**src/sv/tvps_pkg.sv**
```systemverilog
// Shared types and constants for the timed vibrator power sequencer.
`default_nettype none
package tvps_pkg;

  localparam int unsigned MIN_ON_MS        = 25;
  localparam int unsigned STANDBY_DELAY_MS = 1000;
  localparam int unsigned DURATION_BITS    = 16;

  localparam int unsigned DUR_W = 16;
  localparam int unsigned SBY_W = 10;

  localparam logic [DUR_W-1:0] DUR_LIMIT = (DURATION_BITS < DUR_W) ?
      DUR_W'((64'd1 << DURATION_BITS) - 64'd1) : {DUR_W{1'b1}};
  localparam logic [DUR_W-1:0] MIN_ON    = DUR_W'(MIN_ON_MS);
  localparam logic [SBY_W-1:0] SBY_DELAY = SBY_W'(STANDBY_DELAY_MS);

  localparam logic [15:0] STRONG_LEVEL = 16'd4;
  localparam logic [7:0]  DRIVE_NORMAL    = 8'h06;
  localparam logic [7:0]  DRIVE_STRONG    = 8'h0B;
  localparam logic [7:0]  DRIVE_LP_NORMAL = 8'h05;
  localparam logic [7:0]  DRIVE_LP_STRONG = 8'h08;

  typedef enum logic [1:0] {
    PWR_STANDBY = 2'd0,
    PWR_ON      = 2'd1,
    PWR_OFF     = 2'd2
  } power_state_t;

  typedef enum logic [1:0] {
    BUS_NONE  = 2'd0,
    BUS_FULL  = 2'd1,
    BUS_DRIVE = 2'd2
  } bus_write_t;

  typedef enum logic {
    CMD_REQUEST = 1'b0,
    CMD_TICK    = 1'b1
  } command_t;

  typedef enum logic {
    REG_INTENSITY = 1'b0,
    REG_LOW_POWER = 1'b1
  } cfg_reg_t;

  typedef struct packed {
    logic             command;
    logic [DUR_W-1:0] duration_ms;
  } cmd_word_t;

  typedef struct packed {
    logic             reset_line;
    logic             enable_line;
    logic [1:0]       bus_write;
    logic [7:0]       drive_byte;
    logic [DUR_W-1:0] remaining_ms;
    logic [1:0]       power_state;
  } res_word_t;

endpackage
`default_nettype wire

```
**src/sv/timed_vibrator_power_sequencer.sv**
```systemverilog
// Top level: vibration motor power sequencer with a registered result word.
//
// Usage:
//   cmd channel (cmd_valid / cmd_stall / cmd) carries one word per enable
//   request (command 0, duration_ms, 0 means stop) or one millisecond tick
//   (command 1). A word is taken at a clock edge with cmd_valid high and
//   cmd_stall low.
//   res channel (res_valid / res_stall / res) returns exactly one word per
//   command word: pin levels, the bus write kind, the drive byte, the off
//   countdown and the power state after that command.
//   The result sits in the output register on the cycle after the command
//   is taken. Throughput is one word per cycle; the whole step is a few
//   compares and one decrement per countdown. While res is stalled with a
//   word held, cmd_stall is high; a word taken in the same cycle as the held
//   one leaves keeps the flow at full rate. Configuration (cfg_write /
//   cfg_index / cfg_data) sets intensity level and low power mode; the user
//   writes it only while the block is idle, which the block does not check.
//   Synchronous reset puts the block in standby with both pins low, both
//   countdowns cleared, intensity 3, low power off and no result pending.
`default_nettype none
module timed_vibrator_power_sequencer (
  input  wire logic                    clk,
  input  wire logic                    rst,
  input  wire logic                    cfg_write,
  input  wire logic                    cfg_index,
  input  wire logic [15:0]             cfg_data,
  input  wire logic                    cmd_valid,
  output logic                         cmd_stall,
  input  wire tvps_pkg::cmd_word_t     cmd,
  output logic                         res_valid,
  input  wire logic                    res_stall,
  output tvps_pkg::res_word_t          res
);

  logic [15:0] intensity_level;
  logic        low_power_mode;

  tvps_pkg::power_state_t             state, state_next;
  logic [tvps_pkg::DUR_W-1:0]         off_count, off_count_next;
  logic [tvps_pkg::SBY_W-1:0]         standby_count, standby_count_next;
  logic                               stretched, stretched_next;
  logic                               reset_pin, reset_pin_next;
  logic                               enable_pin, enable_pin_next;
  tvps_pkg::bus_write_t               bus_next;
  tvps_pkg::res_word_t                res_next;
  logic                               res_valid_next;

  logic                               accept;
  logic [tvps_pkg::DUR_W-1:0]         dur;
  logic [7:0]                         drive_byte;

  assign cmd_stall = res_valid & res_stall;
  assign accept    = cmd_valid & ~cmd_stall;
  assign dur       = (cmd.duration_ms > tvps_pkg::DUR_LIMIT) ? tvps_pkg::DUR_LIMIT
                                                              : cmd.duration_ms;

  always_ff @(posedge clk) begin
    if (rst) begin
      intensity_level <= 16'd3;
      low_power_mode  <= 1'b0;
    end else if (cfg_write) begin
      case (cfg_index)
        tvps_pkg::REG_INTENSITY: intensity_level <= cfg_data;
        tvps_pkg::REG_LOW_POWER: low_power_mode  <= cfg_data[0];
        default: ;
      endcase
    end
  end

  // Next state for one command word.
  always_comb begin
    state_next         = state;
    off_count_next     = off_count;
    standby_count_next = standby_count;
    stretched_next     = stretched;
    reset_pin_next     = reset_pin;
    enable_pin_next    = enable_pin;
    bus_next           = tvps_pkg::BUS_NONE;
    if (cmd.command == tvps_pkg::CMD_REQUEST) begin
      if (dur == '0) begin
        // Stop, unless a stretched short request is still running.
        if (!stretched) begin
          off_count_next = '0;
          if (state == tvps_pkg::PWR_ON) begin
            enable_pin_next    = 1'b0;
            state_next         = tvps_pkg::PWR_OFF;
            standby_count_next = tvps_pkg::SBY_DELAY;
          end
        end
      end else begin
        standby_count_next = '0;
        if (dur < tvps_pkg::MIN_ON) begin
          off_count_next = tvps_pkg::MIN_ON;
          stretched_next = 1'b1;
        end else begin
          off_count_next = dur;
          stretched_next = 1'b0;
        end
        if (state == tvps_pkg::PWR_STANDBY) begin
          reset_pin_next = 1'b1;
          bus_next       = tvps_pkg::BUS_FULL;
        end else begin
          bus_next = tvps_pkg::BUS_DRIVE;
        end
        enable_pin_next = 1'b1;
        state_next      = tvps_pkg::PWR_ON;
      end
    end else begin
      // Advance the standby countdown before the off countdown.
      if (standby_count != '0) begin
        standby_count_next = standby_count - 1'b1;
        if (standby_count_next == '0 && state == tvps_pkg::PWR_OFF) begin
          reset_pin_next = 1'b0;
          state_next     = tvps_pkg::PWR_STANDBY;
        end
      end
      if (off_count != '0) begin
        off_count_next = off_count - 1'b1;
        if (off_count_next == '0) begin
          stretched_next = 1'b0;
          if (state_next == tvps_pkg::PWR_ON) begin
            enable_pin_next    = 1'b0;
            state_next         = tvps_pkg::PWR_OFF;
            standby_count_next = tvps_pkg::SBY_DELAY;
          end
        end
      end
    end
  end

  // Result word and output register control.
  always_comb begin
    if (intensity_level == tvps_pkg::STRONG_LEVEL) begin
      drive_byte = low_power_mode ? tvps_pkg::DRIVE_LP_STRONG : tvps_pkg::DRIVE_STRONG;
    end else begin
      drive_byte = low_power_mode ? tvps_pkg::DRIVE_LP_NORMAL : tvps_pkg::DRIVE_NORMAL;
    end
    res_next.reset_line   = reset_pin_next;
    res_next.enable_line  = enable_pin_next;
    res_next.bus_write    = bus_next;
    res_next.drive_byte   = drive_byte;
    res_next.remaining_ms = off_count_next;
    res_next.power_state  = state_next;
    if (accept) begin
      res_valid_next = 1'b1;
    end else begin
      res_valid_next = res_valid & res_stall;
    end
  end

  always_ff @(posedge clk) begin
    if (rst) begin
      state         <= tvps_pkg::PWR_STANDBY;
      off_count     <= '0;
      standby_count <= '0;
      stretched     <= 1'b0;
      reset_pin     <= 1'b0;
      enable_pin    <= 1'b0;
      res_valid     <= 1'b0;
    end else begin
      res_valid <= res_valid_next;
      if (accept) begin
        state         <= state_next;
        off_count     <= off_count_next;
        standby_count <= standby_count_next;
        stretched     <= stretched_next;
        reset_pin     <= reset_pin_next;
        enable_pin    <= enable_pin_next;
      end
    end
  end

  always_ff @(posedge clk) begin
    if (accept) begin
      res <= res_next;
    end
  end

  a_enable_only_on: assert property (@(posedge clk) disable iff (rst)
    enable_pin |-> state == tvps_pkg::PWR_ON)
    else $error("enable pin driven outside the on state");

  a_standby_wait_only_off: assert property (@(posedge clk) disable iff (rst)
    (standby_count != '0) |-> state == tvps_pkg::PWR_OFF)
    else $error("standby countdown running outside the off state");

  a_powered_not_standby: assert property (@(posedge clk) disable iff (rst)
    (state != tvps_pkg::PWR_STANDBY) |-> reset_pin)
    else $error("chip held in reset while not in standby");

  a_stretched_only_on: assert property (@(posedge clk) disable iff (rst)
    stretched |-> (state == tvps_pkg::PWR_ON && off_count != '0))
    else $error("stretched mark set without a running on period");

  a_word_follows_accept: assert property (@(posedge clk) disable iff (rst)
    accept |=> res_valid)
    else $error("accepted command produced no result word");

endmodule
`default_nettype wire
```
**config.mk**
```make
export PLATFORM = sky130hd
export DESIGN_NAME = timed_vibrator_power_sequencer
export DESIGN_NICKNAME = d
export VERILOG_FILES = /design/src/sv/tvps_pkg.sv /design/src/sv/timed_vibrator_power_sequencer.sv
export SDC_FILE = /design/constraint.sdc
export NUM_CORES = 1
export LEC_CHECK = 0
export BUFFER_PORTS_ARGS = -buffer_cell sky130_fd_sc_hd__buf_2
export CAP_MARGIN = 15
export CORE_MARGIN = 2
export CORE_UTILIZATION = 39
export DETAILED_ROUTE_END_ITERATION = 7
export PLACE_DENSITY = 0.69
export SLEW_MARGIN = 10
export SYNTH_ARGS = -nofsm -noshare
export SYNTH_HDL_FRONTEND = slang
export SYNTH_SLANG_ARGS = --single-unit
```
**constraint.sdc**
```tcl
create_clock -name clk -period 3.6 [get_ports clk]
set_input_delay 0.18 -clock clk [delete_from_list [all_inputs] [get_ports clk]]
set_output_delay 0.18 -clock clk [all_outputs]
set_load 0.005 [all_outputs]
```
# Word-level counts from Yosys, hierarchy flattened
# Index checks and enable logic that the tools add are counted.
dict set report word_totals {
  output_inout_bits 32
  elab_cells 90
  ff_bits 79
}
dict set report op_classes {
  order_cmp 2
  bitwise 4
  n_eq_ne 9
  n_reduce_logical 12
  muxes 46
  add_sub_neg 2
}
# operator count
set op_table {}
lappend op_table {{two-way mux 16 bit} 6}
lappend op_table {{two-way mux 10 bit} 8}
lappend op_table {{logical NOT 16 bit} 2}
lappend op_table {{two-way mux 2 bit} 13}
lappend op_table {{two-way mux 1 bit} 18}
lappend op_table {{== test 16 x 3 -> 1 bit (second input constant)} 1}
lappend op_table {{greater-than comparator 16 bit (second input constant)} 1}
lappend op_table {{less-than comparator 16 x 5 -> 1 bit (second input constant)} 1}
lappend op_table {{nonzero test 16 bit} 1}
lappend op_table {{subtractor 16 x 1 -> 16 bit (second input constant)} 1}
lappend op_table {{logical NOT 10 bit} 1}
lappend op_table {{nonzero test 10 bit} 1}
lappend op_table {{subtractor 10 x 1 -> 10 bit (second input constant)} 1}
lappend op_table {{== test 2 x 1 -> 1 bit (second input constant)} 2}
lappend op_table {{two-way mux 4 bit} 1}
lappend op_table {{!= test 2 x 1 -> 1 bit (second input constant)} 2}
lappend op_table {{AND reduction 2 bit} 2}
lappend op_table {{AND reduction 4 bit} 1}
lappend op_table {{!= test 3 x 2 -> 1 bit (second input constant)} 1}
lappend op_table {{!= test 3 bit (second input constant)} 1}
lappend op_table {{AND reduction 3 bit} 1}
lappend op_table {{AND 1 bit} 2}
lappend op_table {{== test 2 bit (second input constant)} 1}
lappend op_table {{logical NOT 2 bit} 1}
lappend op_table {{other kinds (4)} 5}

# Longest topological paths before layout
# Gate-level depths: netlist (run 1).
dict set report logic_depth {
  depth_word 11
  depth_mapped 12
  ltp_nobuf 9
}

# Worst setup path after synthesis (run 1)
# Ideal clock, no wire load.
dict set report synth_timing {
  kind {flip-flop to flip-flop}
  from {register off_count[1] (netlist bit)}
  to {register res[0] (netlist bit), data pin}
  setup_slack_ns 0.955
  setup_time_ns 0.257
  stages_incl_launch_ff 12
  period_less_slack_ns 2.645
  path_buffers 2
  t_arrival_ns 2.388
  required_ns 3.343
  cell_sequence {dfxtp_1 > clkbuf_1 > inv_1 > ha_1 > or3b_2 > buf_2 > o21a_1 > a2111oi_2 > and3_1 > nand2_1 > a21oi_1 > nor2_1}
}
dict set report synth_between {
  elab_chain_cells 5
}
# element line_no
set synth_rtl {}
lappend synth_rtl {{start, declared} timed_vibrator_power_sequencer.sv:39} ;# logic [tvps_pkg::DUR_W-1:0] off_count, off_count_next;
lappend synth_rtl {{start signal, assigned} timed_vibrator_power_sequencer.sv:164} ;# off_count <= off_count_next;
lappend synth_rtl {{subtractor 16 x 1 -> 16 bit} timed_vibrator_power_sequencer.sv:118} ;# off_count_next = off_count - 1'b1;
lappend synth_rtl {{logical NOT 16 bit} timed_vibrator_power_sequencer.sv:119} ;# if (off_count_next == '0) begin
lappend synth_rtl {{two-way mux 2 bit} timed_vibrator_power_sequencer.sv:119}
lappend synth_rtl {{two-way mux 2 bit *} timed_vibrator_power_sequencer.sv:117} ;# if (off_count != '0) begin
lappend synth_rtl {{two-way mux 2 bit *} timed_vibrator_power_sequencer.sv:79} ;# if (cmd.command == tvps_pkg::CMD_REQUEST) begin
lappend synth_rtl {{net state_next[0]} timed_vibrator_power_sequencer.sv:38} ;# tvps_pkg::power_state_t state, state_next;
lappend synth_rtl {{end signal, assigned} timed_vibrator_power_sequencer.sv:175} ;# res <= res_next;
lappend synth_rtl {{end, declared} timed_vibrator_power_sequencer.sv:32} ;# output tvps_pkg::res_word_t res
# Mark *: on every way through the listed nets, which the timed path passes. The rest lies on a longest branch.
# A chain may end at the register's enable or synchronous reset.

# Worst setup path in the final report (run 1)
dict set report layout_timing {
  from {register off_count[4] (netlist bit)}
  to {register res[10] (netlist bit), data pin}
}
dict set report layout_between {
  elab_chain_cells 3
}
# element line_no
set layout_rtl {}
lappend layout_rtl {{subtractor 16 x 1 -> 16 bit or nonzero test 16 bit (tied branches)} {timed_vibrator_power_sequencer.sv:118, timed_vibrator_power_sequencer.sv:117}}
lappend layout_rtl {{two-way mux 16 bit *} timed_vibrator_power_sequencer.sv:117}
lappend layout_rtl {{two-way mux 16 bit *} timed_vibrator_power_sequencer.sv:79}
lappend layout_rtl {{net off_count_next, one bit} timed_vibrator_power_sequencer.sv:39}
# Marks and branches as above.

==> results of run 1 <==
[state kept, by name, summed over array words and instances, names as in the netlist]
name	cells
res_valid	1
state	2
stretched	1
res	26
intensity_level	16
off_count	16
low_power_mode	1
standby_count	10
reset_pin	1
enable_pin	1
[worst min-delay path, cell delays in order]
cell	delay, ps
buf_2	80
nand2_1	50
nand3_1	70
[power by group through the flow]
stage | registers [mW] | clock network, mW | logic [mW]
2_1_floorplan | 1.02 | 0 | 0.456
5_1_grt | 1.05 | 0.737 | 0.658
4_1_cts | 1.04 | 0.701 | 0.579
6_report | 1.04 | 0.685 | 0.585
3_3_place_gp | 1.05 | 0 | 0.567
3_5_place_dp | 1.06 | 0 | 0.574
[kinds of logic after synthesis]
group	Yosys count
AND/OR/NAND/NOR	221
AO/OA/AOI/OAI	115
flip-flops	75
buffers and inverters	50
adder cells (fa/ha/maj)	8
XOR/XNOR	6
other	1
multiplexers	1
[layer usage]
metal | global-route usage, % | wire, µm | up-vias
met1 | 24.45 | 4451 | 1750
met2 | 31.11 | 4717 | 161
li1 | - | - | 1823
met5 | 0 | 0 | -
met3 | 3.958 | 791 | 19
met4 | 6.015 | 182 | 0
[area by class of cell]
| cell class | count | area (µm²) |
|---|---|---|
| multi-input cells | 355 | 2057 |
| repair buffers | 71 | 367.9 |
| clock buffers | 13 | 190.2 |
| inverters | 13 | 48.80 |
| well taps | 136 | 170.2 |
| fillers | 1031 | 5565 |
| flip-flops and latches | 75 | 1762 |
| clock inverters | 3 | 23.77 |
[worst min-delay path by stage]
stage | start | endpoint | slack [ps] | depth (start not counted)
after detailed placement | cfg_data[1] | intensity_level[1] | 410 | 3
after CTS | cfg_data[1] | intensity_level[1] | 30 | 3
after global placement | cfg_data[1] | intensity_level[1] | 400 | 3
after floorplan | cmd_valid | res_valid | 300 | 1
final | cfg_data[1] | intensity_level[1] | 50 | 3
after global routing | cfg_data[1] | intensity_level[1] | 50 | 3
[through the flow]
step / util, % / hold WS [ps] / total power [mW]
finish: 45.36 / 50.33 / 2.312
global route: 45.36 / 47.46 / 2.449
CTS: 45.36 / 34.32 / 2.319
detailed placement: 43.26 / 410.4 / 1.633
global placement: 43.26 / 403.9 / 1.620
floorplan: - / 303.8 / 1.479
[placed cells by master (no fill, tap or decap), types with 3 or more instances in the layout]
| cell type | synthesis | routed |
|---|---|---|
| or4_1 | 3 | 3 |
| a311oi_1 | 3 | 3 |
| o21ai_1 | 3 | 3 |
| dfxtp_1 | 49 | 49 |
| nor3_1 | 18 | 18 |
| ha_1 | 8 | 8 |
| nor2_1 | 48 | 48 |
| a31oi_1 | 4 | 4 |
| nand4b_1 | 3 | 3 |
| edfxtp_1 | 26 | 26 |
| inv_1 | 11 | 11 |
| nand2b_1 | 5 | 5 |
| or3_1 | 4 | 4 |
| nand3_1 | 14 | 14 |
| a221o_1 | 4 | 4 |
| a21o_1 | 7 | 7 |
| conb_1 | 1 | 4 |
| buf_2 | 2 | 66 |
| clkbuf_8 | 0 | 12 |
| xnor2_1 | 4 | 4 |
| nor2b_1 | 5 | 5 |
| nand2_1 | 74 | 74 |
| nor4_1 | 15 | 15 |
| o22ai_1 | 3 | 3 |
| o21a_1 | 4 | 4 |
| a21oi_1 | 29 | 29 |
| nand4_1 | 6 | 6 |
| and3_1 | 4 | 4 |
| o21ai_0 | 26 | 26 |
| a211oi_1 | 4 | 4 |
| buf_4 | 5 | 5 |
| nor4b_1 | 4 | 4 |
==> impl_metrics.csv, run 1 <==
group,metric,value,unit
run_status,status,"complete, no violations",
timing,clock_skew,10.99,ps
clock_tree,cts_buffer_depth,2,
timing,fin_ws,694.6,ps
run,maxCapViolCount,0,
synth,yosys.area.top_type_share,24.38,%
synth,synth_edf_count,26,
drt,wl_per_cell,15.23,µm
synth,yosysUniqueCellTypes,73,
setup_path,r2r-start,"off_count[4]",
synth,muxShareOfSynthArea,0.2488,%
clock_tree,post_cts_buffers,0,
clock_tree,cts_resized,0,
setup_path,crit_path_start,"off_count[4]",
final_layout,drive_above_1_share,19.25,%
die,initial_utilization,39.51,%
drt,drtPass1Iterations,5,
final_layout,nets,572,
setup_path,crit_slowest_cell,"or4_1",
setup_path,ff2ff_path_depth,6,
final_layout,final_cell_count_no_fill,666,
setup_path,cp.required,3710,ps
synth,ys_top_cells_by_area,"dfxtp_1 (24%), edfxtp_1 (19%), nand2_1 (6.9%)",
grt,antenna_found_initial,0,
place,hpwl,7.099,mm
power_and_ir_drop,power.share.clock,29.6,%
setup_path,worstReg2RegEnd,"res[10]",
synth,synthTopCellsByCount,"nand2_1 (74), dfxtp_1 (49), nor2_1 (48), a21oi_1 (29)",
synth,ys_warn_count,0,
setup_path,path_delay_family,"simple AND/OR/NAND/NOR gates",
timing,slew_headroom,35.77,%
synth,yosys.area.top_type,"dfxtp_1",
synth,synth-main-ff-cell,"dfxtp_1",
synth,synth-seq-cells,75,
synth,synth_area,4024,µm²
drt,antenna_left,0,
power_and_ir_drop,power.leakage,1.852,nW
clock_tree,ctsHoldBuffers,0,
drt,routed_wl,10.14,mm
synth,synthAdderAreaFrac,2.488,%
timing,setup_tns,0,ps
timing,finalHoldViolations,0,
power_and_ir_drop,p_comb_share,25.3,%
final_layout,diodes,0,
timing,finalCriticalPeriod,2905,ps
drt,via_per_inst,5.635,
worst_hold_path,hp-class,"in2reg",
timing,rsz0062_at_grt,"false",
die,rows,37,
place,placed_cells,650,
grt,grt-ovfl-total,0,
setup_path,crit_cells,6,
setup_path,cp_cell_sequence,"or4_1 -> and4b_1 -> nand2b_1 -> o21ai_1 -> a222oi_1 -> inv_1",
place,portBuffers,66,
final_layout,final_area,4619,µm²
timing,period_share,80.71,%
die,core_area,10180,µm²
die,io_pins,71,
die,dieArea,11150,µm²
synth,synth-compound-area-share,19.03,%
clock_tree,clock-sinks,75,
synth,synth_seq_area_share,43.78,%
die,die_h,105.6,µm
synth,syn_avg_cell_area,8.436,µm²
drt,route.vias.total,3753,
setup_path,cp-start-kind,"flop",
grt,grt_pass1_vias,3537,
grt,grt_pass1_wl,17.00,mm
setup_path,crit_type,"reg2reg",
power_and_ir_drop,switching_share,32.71,%
die,fp.dieW,105.6,µm
clock_tree,clk_pin_slew,90,ps
timing,tightestPinTransition,961.4,ps
timing,setup_viol,0,
setup_path,rrSetupSlack,690,ps
timing,fmax,344.2,MHz
setup_path,cp_max_fo,19,
power_and_ir_drop,seqPwrFrac,45.0,%
place,place.gp.congestion,0.9081,
synth,yosys.area_share.simple,27.67,%
power_and_ir_drop,p_per_area,500.5,nW/µm²
grt,grt_max_degree,44,
clock_tree,clk-insertion-delay-late,360,ps
drt,initialDrtViolationCount,246,
synth,synth_top_family_by_area,"simple AND/OR/NAND/NOR gates",
setup_path,max_stage_delay,730,ps
setup_path,path_buf_inv,1,
clock_tree,clk_root_buffer_cell,"clkbuf_8",
power_and_ir_drop,switching_power,756.3,µW
clock_tree,cts_buffers,9,
synth,async_flop_share,0,%
clock_tree,htree_levels,3,
setup_path,end_kind,"flop",
power_and_ir_drop,vdd_drop_max,244.2,µV
place,pre_cts_slack,739.2,ps
synth,yosysMostFrequentCell,"nand2_1",
grt,track_usage,18.76,%
drt,drc,0,
final_layout,area_growth,14.80,%
place,placed_cell_area,4405,µm²
synth,synth-xor-area-share,1.306,%
synth,syn_inst,477,
power_and_ir_drop,intPower,1.556,mW
setup_path,critPathArrivalTime,3020,ps
setup_path,setup.worst_path.end,"res[10]",
timing,slew_violations,0,
clock_tree,tritoncts,"built",
Note: power is estimated with default switching activity, not from simulation.
==> run 2: changes to the inputs <==
- ABC_AREA: default -> 1
- PLACE_DENSITY: 0.69 -> 0.71
- clock period: 3.6 -> 2.5 ns (I/O delays scaled with it)
==> impl_metrics.csv, run 2 <==
group,metric,value,unit
drt,routed_wl,10.50,mm
final_layout,final_area,4923,µm²
drt,m1WireLength,4.486,mm
die,die_h,106.6,µm
timing,finalCriticalPeriod,2254,ps
clock_tree,clk_root_buffer_cell,"clkbuf_8",
grt,grt_pass1_vias,3826,
drt,wl_met3,627,µm
timing,finalHoldViolations,0,
drt,initialDrtViolationCount,251,
drt,met2_length,5.213,mm
drt,drtPass1Iterations,5,
place,place.gp.congestion,0.9582,
setup_path,end_kind,"flop",
setup_path,cp-start-kind,"flop",
worst_hold_path,min_path_cells,3,
die,core_area,10280,µm²
final_layout,n_fill_cell,1067,
synth,ys_warn_count,0,
power_and_ir_drop,power.leakage,2.352,nW
synth,synth-main-ff-cell,"dfxtp_1",
grt,track_usage,19.33,%
synth,yosysUniqueCellTypes,38,
timing,period_share,90.17,%
final_layout,reg.largest.list,"res (26), intensity_level (16), off_count (16)",
die,initial_utilization,39.97,%
setup_path,cp_cell_sequence,"inv_2 -> ha_1 -> nand2_2 -> nor2_2 -> nand3_1 -> xor2_1 -> nor2_1 -> nand4_2 -> buf_4 -> nand2_1 -> nand2_1 -> nand2_1",
timing,fin_ws,245.7,ps
grt,grt_max_degree,35,
grt,antenna_found_initial,0,
final_layout,area_growth,19.86,%
grt,grt-ovfl-total,0,
synth,yosys.area.top_type_share,23.88,%
die,rows,37,
setup_path,cp_common_cell,"nand2_1",
setup_path,critPathArrivalTime,2360,ps
setup_path,ff2ff_path_depth,12,
clock_tree,tritoncts,"built",
setup_path,crit_slowest_cell,"dfxtp_2",
synth,yosysMostFrequentCell,"nand2_1",
place,hpwl,7.589,mm
drt,wl_per_cell,13.51,µm
timing,slew_violations,0,
drt,highest_layer,"met4",
synth,synthTopCellsByCount,"nand2_1 (111), inv_1 (78), nor2_1 (71), dfxtp_1 (49), o21ai_0 (43)",
timing,setup_tns,0,ps
final_layout,final_cell_mix,"nand2_1 (111), inv_1 (77), nor2_1 (71), buf_2 (66), dfxtp_1 (47)",
synth,async_flop_share,0,%
timing,slew_headroom,55.48,%
run,maxCapViolCount,0,
timing,setup_viol,0,
setup_path,cp.required,2600,ps
clock_tree,clk-insertion-delay-late,370,ps
synth,synth-seq-cells,75,
timing,fmax,443.6,MHz
setup_path,max_stage_delay,360,ps
setup_path,cp_max_fo,10,
die,dieArea,11370,µm²
power_and_ir_drop,vdd_drop_max,312.5,µV
worst_hold_path,hp-class,"in2reg",
final_layout,largest_register_ffs,26,
timing,timing.hold.ws,41.83,ps
synth,yosys.area.top_type,"dfxtp_1",
final_layout,finish.utilization,47.91,%
place,placed_cell_area,4588,µm²
synth,ys_top_cells_by_area,"dfxtp_1 (24%), edfxtp_1 (19%), nand2_1 (10%)",
synth,synth_area,4108,µm²
drt,antenna_left,0,
synth,syn_inst,552,
timing,clock_skew,14.42,ps
clock_tree,clock-sinks,75,
place,portBuffers,66,
final_layout,multi_input_area,1951,µm²
die,fp.dieW,106.6,µm
run_status,status,"complete, no violations",
final_layout,largest_register,"res",
clock_tree,cts_buffers,9,
drt,via_per_inst,4.970,
final_layout,nets,683,
final_layout,drive_above_1_share,19.19,%
drt,drc,0,
final_layout,layout_commonest_cell,"nand2_1",
synth,synth_seq_area_share,42.89,%
clock_tree,htree_levels,3,
clock_tree,cts_buffer_depth,2,
synth,synth_edf_count,26,
synth,syn_avg_cell_area,7.441,µm²
clock_tree,clk_pin_slew,90,ps
timing,tightestPinTransition,660.8,ps
grt,grt_pass1_wl,17.46,mm
die,io_pins,71,
place,pre_cts_slack,207.1,ps
final_layout,diodes,0,
timing,rsz0062_at_grt,"false",
power_and_ir_drop,p_per_area,628.2,nW/µm²
drt,route.vias.total,3862,
final_layout,regArea,1764,µm²
setup_path,crit_type,"reg2reg",
-- run 2: final cells by class --
class                      instances  share of cell area [%]
clock buffer                      11                   2.872
clock inverter                     5                  0.8386
inverter                          82                   6.252
multi-input combinational        378                   39.62
sequential                        75                   35.83
tap                              136                   3.456
timing repair buffer              90                   11.13
-- run 2: repair_timing --
item	CTS	global route
hold endpoints to repair	15	0
hold buffers	15	0
setup buffers	0	0
endpoints found under the setup margin	0	6
resized for setup	0	3
-- run 2: routing by layer --
| metal | vias to the layer above | GRT usage (%) |
|---|---|---|
| li1 | 1965 | - |
| met1 | 1779 | 22.65 |
| met2 | 107 | 34.17 |
| met3 | 11 | 4.681 |
| met4 | 0 | 7.143 |
| met5 | - | 0 |
-- run 2: cell families after synthesis --
logic type      Yosys count  share of synthesized area (%)
compound gates          101                          14.35
xor+xnor                  8                          1.706
fa+ha+maj                 8                          2.437
buf+inv                 102                          10.02
flops                    75                          42.89
other cells               1                        0.09129
simple gates            257                          28.51
-- run 2: worst paths after layout --
kind | from | slack (ps) | endpoint
min | res_stall | 40 | res_valid
max | off_count[0] | 250 | res[1]
max reg2reg | off_count[0] | 250 | res[1]
min reg2reg | intensity_level[1] | 470 | intensity_level[1]
-- run 2: power by group --
part	internal, mW	switching [mW]	total (mW)
clock	0.401	0.500	0.901
sequential	1.37	0.0640	1.43
combinational	0.287	0.474	0.760
total	2.05	1.04	3.09
-- run 2: metrics by stage --
step / instances / power [mW]
global route: 777 / 3.282
CTS: 777 / 3.107
floorplan: 555 / 1.981
detailed placement: 746 / 2.193
global placement: 746 / 2.180
finish: 777 / 3.093
-- run 2: worst max-delay path: cells and delay by family, from the launching register on --
family,cells,cell delay [ps]
AND/OR/NAND/NOR,8,800
flip-flops,1,360
buffers and inverters,2,320
adder cells (fa/ha/maj),1,240
XOR/XNOR,1,240
